**config.mk**
```make
export PLATFORM = sky130hd
export DESIGN_NAME = bfiq_rem
export DESIGN_NICKNAME = d
export VERILOG_FILES = /design/src/design/bfiq_pkg.sv /design/src/design/bfiq_rem.sv
export SDC_FILE = /design/constraint.sdc
export NUM_CORES = 1
export LEC_CHECK = 0
export BUFFER_PORTS_ARGS = -buffer_cell sky130_fd_sc_hd__buf_2
export CORE_MARGIN = 2
export CORE_UTILIZATION = 58
export CTS_BUF_LIST = sky130_fd_sc_hd__clkbuf_2 sky130_fd_sc_hd__clkbuf_4 sky130_fd_sc_hd__clkbuf_8
export DETAILED_ROUTE_END_ITERATION = 12
export GPL_TIMING_DRIVEN = 0
export PLACE_DENSITY_LB_ADDON = 0.08
export SETUP_SLACK_MARGIN = 0.5
export SLEW_MARGIN = 25
export SYNTH_ARGS = -nofsm -noshare
export SYNTH_HDL_FRONTEND = slang
export SYNTH_SLANG_ARGS = --single-unit
export TNS_END_PERCENT = 50
```
**constraint.sdc**
```tcl
create_clock -name i_clk -period 2.7 [get_ports i_clk]
set_clock_uncertainty 0.1 [all_clocks]
set_input_delay 0.54 -clock i_clk [delete_from_list [all_inputs] [get_ports i_clk]]
set_output_delay 0.54 -clock i_clk [all_outputs]
set_load 0.05 [all_outputs]
```
**src/design/bfiq_pkg.sv**
```systemverilog
`timescale 1ns / 1ps
// ----------------------------------------------------------------------------
// bfiq_pkg
// Shared types and codes of the Bloom filter insert and query block.
// ----------------------------------------------------------------------------
package bfiq_pkg;

    localparam int HASH_W = 16;
    localparam int SIZE_W = 13;
    localparam int PCNT_W = 6;
    localparam int OP_W   = 2;

    typedef logic [HASH_W-1:0] t_hash;
    typedef logic [SIZE_W-1:0] t_size;
    typedef logic [PCNT_W-1:0] t_pcnt;
    typedef logic [OP_W-1:0]   t_op;

    localparam t_op OP_INSERT = 2'd0;
    localparam t_op OP_QUERY  = 2'd1;
    localparam t_op OP_CLEAR  = 2'd2;

    localparam logic REG_FILTER_SIZE = 1'b0;
    localparam logic REG_PROBE_COUNT = 1'b1;

endpackage

```
**src/design/bfiq_rem.sv**
```systemverilog
`timescale 1ns / 1ps
// ----------------------------------------------------------------------------
// bfiq_rem
// Restoring remainder unit: a hash value modulo the active filter size,
// one dividend bit per cycle over all sixteen bits of the hash.
// ----------------------------------------------------------------------------
module bfiq_rem (
    input  logic           i_clk,
    input  logic           i_rst_n,
    input  logic           i_start,
    input  bfiq_pkg::t_hash i_dividend,
    input  bfiq_pkg::t_size i_divisor,
    output logic           o_done,
    output bfiq_pkg::t_size o_rem
);
    import bfiq_pkg::*;

    localparam int CNT_W = $clog2(HASH_W);

    logic              r_busy;
    logic              r_done;
    logic [CNT_W-1:0]  r_cnt;
    t_hash             r_shift;
    t_size             r_div;
    t_size             r_rem;
    logic [SIZE_W:0]   w_trial;
    logic [SIZE_W:0]   w_sub;
    t_size             n_rem;

    always_comb begin
        w_trial = {r_rem, r_shift[HASH_W-1]};
        w_sub   = w_trial - {1'b0, r_div};
        if (w_trial >= {1'b0, r_div}) begin
            n_rem = w_sub[SIZE_W-1:0];
        end else begin
            n_rem = w_trial[SIZE_W-1:0];
        end
    end

    always_ff @(posedge i_clk) begin
        if (!i_rst_n) begin
            r_busy <= 1'b0;
            r_done <= 1'b0;
            r_cnt  <= '0;
        end else begin
            r_done <= 1'b0;
            if (i_start) begin
                r_busy <= 1'b1;
                r_cnt  <= '0;
            end else if (r_busy) begin
                r_cnt <= r_cnt + 1'b1;
                if (r_cnt == CNT_W'(HASH_W - 1)) begin
                    r_busy <= 1'b0;
                    r_done <= 1'b1;
                end
            end
        end
    end

    always_ff @(posedge i_clk) begin
        if (i_start) begin
            r_shift <= i_dividend;
            r_div   <= i_divisor;
            r_rem   <= '0;
        end else if (r_busy) begin
            r_shift <= {r_shift[HASH_W-2:0], 1'b0};
            r_rem   <= n_rem;
        end
    end

    assign o_done = r_done;
    assign o_rem  = r_rem;

endmodule

```
==> impl_metrics.py <==
metrics = {
    "run_status": {
        "outcome": "completed",
    },
    "pwr": {
        "p_total_w": 0.00192,
        "p_leak_nw": 1.39,
        "power.density_mw_per_mm2": 586,
        "vdd_drop_max_mv": 0.371,
    },
    "synth": {
        "ys.flop_type": "edfxtp_1",
        "syn_area_per_cell_sq_um": 10.8,
        "synth_nets": 297,
        "ys_types": 56,
        "synth_xor_xnor_area_share_pct": 3.55,
        "synth_edf_count": 29,
        "synth_top_family_by_area": "compound AO/OA/AOI/OAI gates",
        "synth-simple-area-share_pct": 13.8,
        "ys_ff_latch": 48,
        "syn_area_sq_mm": 0.00271,
        "synthMuxAreaShare_pct": 6.60,
        "synth_seq_area_share_pct": 46.2,
        "async_flop_share_pct": 0,
        "synth-compound-area-share_pct": 16.6,
        "syn_inst": 250,
        "synthAdderAreaFrac_pct": 7.20,
        "ys_warn_count": 0,
    },
    "clock_network": {
        "clock_sinks": 48,
        "path_clk_slew_ps": 90,
        "clock_latency_ps": 310,
        "cts_inserted_buffers": 5,
        "clockRootBuffer": "clkbuf_8",
        "cts_tree": "done",
        "clockBufferDepth": 2,
        "cts_max_level": 2,
    },
    "layout": {
        "final_common_cell": "buf_2",
        "antennaDiodeCount": 0,
        "drive_above_1_share_pct": 36.2,
        "fin_nets": 358,
        "area_growth_pct": 20.8,
        "final_cell_mix": "buf_2 (45), edfxtp_1 (29), nor2_1 (20)",
        "design_area_sq_mm": 0.00327,
    },
    "detailed_routing": {
        "ant_nets": 0,
        "drt_wl_total_mm": 5.86,
        "vias": 2161,
        "post-route-drc-count": 0,
        "wire_per_inst_um": 16.1,
        "drt_iter0_markers": 150,
        "viasPerCell": 5.94,
        "first_pass_iters": 4,
    },
    "critical_path": {
        "worstPathRequired_ps": 2820,
        "crit_slowest_cell": "edfxtp_1",
        "crit_fanout": 5,
        "cp-end-kind": "flip-flop",
        "worst_path_largest_cell_delay_ps": 380,
        "worstPathArrival_ps": 2520,
        "start_kind": "flip-flop",
        "reg2reg_from": "r_div[0]",
        "regToRegSetupSlack_ps": 300,
        "crit_chain": "ha_2 -> fa_2 -> nor2b_4 -> o31a_1 -> o31ai_4 -> a21o_4 -> clkbuf_16 -> a21o_1 -> a311oi_1",
        "timing.rr.end": "o_rem[0]",
        "reg2reg_depth": 9,
        "path_class": "flip-flop to flip-flop",
    },
    "hold_path": {
        "hold_path_depth": 1,
        "hold_class": "input port to flip-flop",
        "hp-start": "i_divisor[12]",
        "min_to": "r_div[12]",
    },
    "timing": {
        "timing.fmax_ghz": 0.416,
        "tightest_slew_ps": 669,
        "fin_tns_setup_ps": 0,
        "setup_viol": 0,
        "layout_min_cycle_time_ps": 2400,
        "slew_headroom_pct": 55.3,
        "hold_violations": 0,
        "period_share_pct": 89.0,
        "final-max-slew-violation-count": 0,
        "rsz0062_at_grt": "yes",
    },
    "floorplanning": {
        "pin_count": 46,
        "num_rows": 24,
        "placeableCoreArea_sq_mm": 0.00441,
        "dieArea_sq_mm": 0.00524,
        "initial_core_util_pct": 61.4,
        "die_h_um": 72.4,
        "die_w_um": 72.4,
    },
    "grt": {
        "antenna_found_initial": 0,
        "grtUsageTotal_pct": 23.7,
        "grt_pass1_wl_mm": 9.50,
        "grt_pass1_vias": 2082,
        "overflow": 0,
        "grt_max_degree": 17,
    },
    "place": {
        "dp_hpwl_mm": 4.01,
        "portBuffers": 45,
        "place.gp.congestion": 0.885,
        "placed_area_sq_mm": 0.00302,
    },
    "run": {
        "drv_cap": 0,
    },
}
what timing repair did:
| action | CTS | global route |
|---|---|---|
| buffers inserted | 8 | 0 |
| gates cloned | 0 | 1 |
| pin swaps | 6 | 6 |
| endpoints found under the setup margin | 13 | 13 |
| endpoints found under the hold margin | 0 | 0 |
| gates resized for setup | 3 | 11 |
| hold buffers | 0 | 0 |
worst max-delay path, delay by kind of cell, from the launching register on:
kind | cells | cell delay, ps
adders and majority gates | 2 | 570
buffers and inverters | 1 | 160
AOI/OAI and AO/OA | 5 | 970
DFF | 1 | 380
and+or+nand+nor | 1 | 130
flip-flops by register name, indices dropped and copies added, names as in the netlist:
| signal | count |
|---|---|
| r_shift | 16 |
| o_done | 1 |
| o_rem | 13 |
| r_cnt | 4 |
| r_div | 13 |
| r_busy | 1 |
metal layers:
metal  share of wire (%)  wire length (um)  GRT usage [%]
met4                 1.2                71           6.29
met1                  45              2650           32.9
met3                 5.6               330           4.58
met5                   0                 0              0
met2                  48              2820           37.9
cells by family after synthesis:
| kind of cell | Yosys count |
|---|---|
| AND/OR/NAND/NOR | 74 |
| buffers and inverters | 26 |
| multiplexers | 16 |
| flip-flops | 48 |
| AO/OA/AOI/OAI | 60 |
| adder cells (fa/ha/maj) | 15 |
| XOR/XNOR | 11 |
worst max path at each step:
stage	from	endpoint	slack, ps	depth (start not counted)
6_report	r_div[0]	o_rem[0]	300	9
5_1_grt	r_div[0]	o_rem[8]	160	9
4_1_cts	r_shift[15]	o_rem[9]	280	11
3_5_place_dp	o_rem[10]	o_rem[2]	190	6
3_3_place_gp	o_rem[10]	o_rem[2]	230	6
2_1_floorplan	o_rem[0]	o_rem[4]	480	8
stage by stage:
step	instances	worst slack [ps]	hold slack [ps]	utilization [%]
floorplan	250	478	339	-
global placement	347	227	358	68.5
detailed placement	347	189	364	68.5
CTS	363	283	297	72.7
global route	364	157	290	74.1
finish	364	296	302	74.1
layout make-up:
type	instances	area (sq um)
Buffer	8	98.8
Clock buffer	5	68.8
Clock inverter	3	42.5
Fill cell	322	1140
Inverter	18	67.6
Multi-Input combinational cell	176	1350
Sequential cell	48	1270
Tap cell	52	65.1
Timing Repair Buffer	54	314
cells in the mapped netlist, types with 2 or more instances:
library cell / number / area share, %
a21o_1: 4 / 1.1
a21oi_1: 10 / 1.8
a311oi_1: 7 / 2.3
a31oi_1: 6 / 1.4
and2_1: 2 / 0.46
and3_1: 5 / 1.2
clkbuf_8: 5 / 2.5
dfxtp_1: 19 / 14
edfxtp_1: 29 / 32
ha_1: 14 / 6.5
inv_1: 17 / 2.4
mux2_2: 15 / 6.2
nand2_1: 12 / 1.7
nand2b_1: 2 / 0.46
nand3_1: 13 / 2.4
nand4_1: 2 / 0.46
nor2_1: 20 / 2.8
nor3_1: 7 / 1.3
o2111ai_1: 2 / 0.65
o21a_1: 3 / 0.83
o21ai_0: 10 / 1.8
o31a_1: 2 / 0.65
or2_2: 2 / 0.46
xnor2_1: 6 / 1.9
xor2_1: 5 / 1.6
power by group:
| group | switching [W] | internal, W | leakage, nW |
|---|---|---|---|
| combinational | 0.000301 | 0.000216 | 0.882 |
| sequential | 0.0000355 | 0.000846 | 0.448 |
| clock | 0.000245 | 0.000274 | 0.0558 |
| total | 0.000582 | 0.00134 | 1.39 |
No activity file was read; power rests on OpenSTA's default activity.
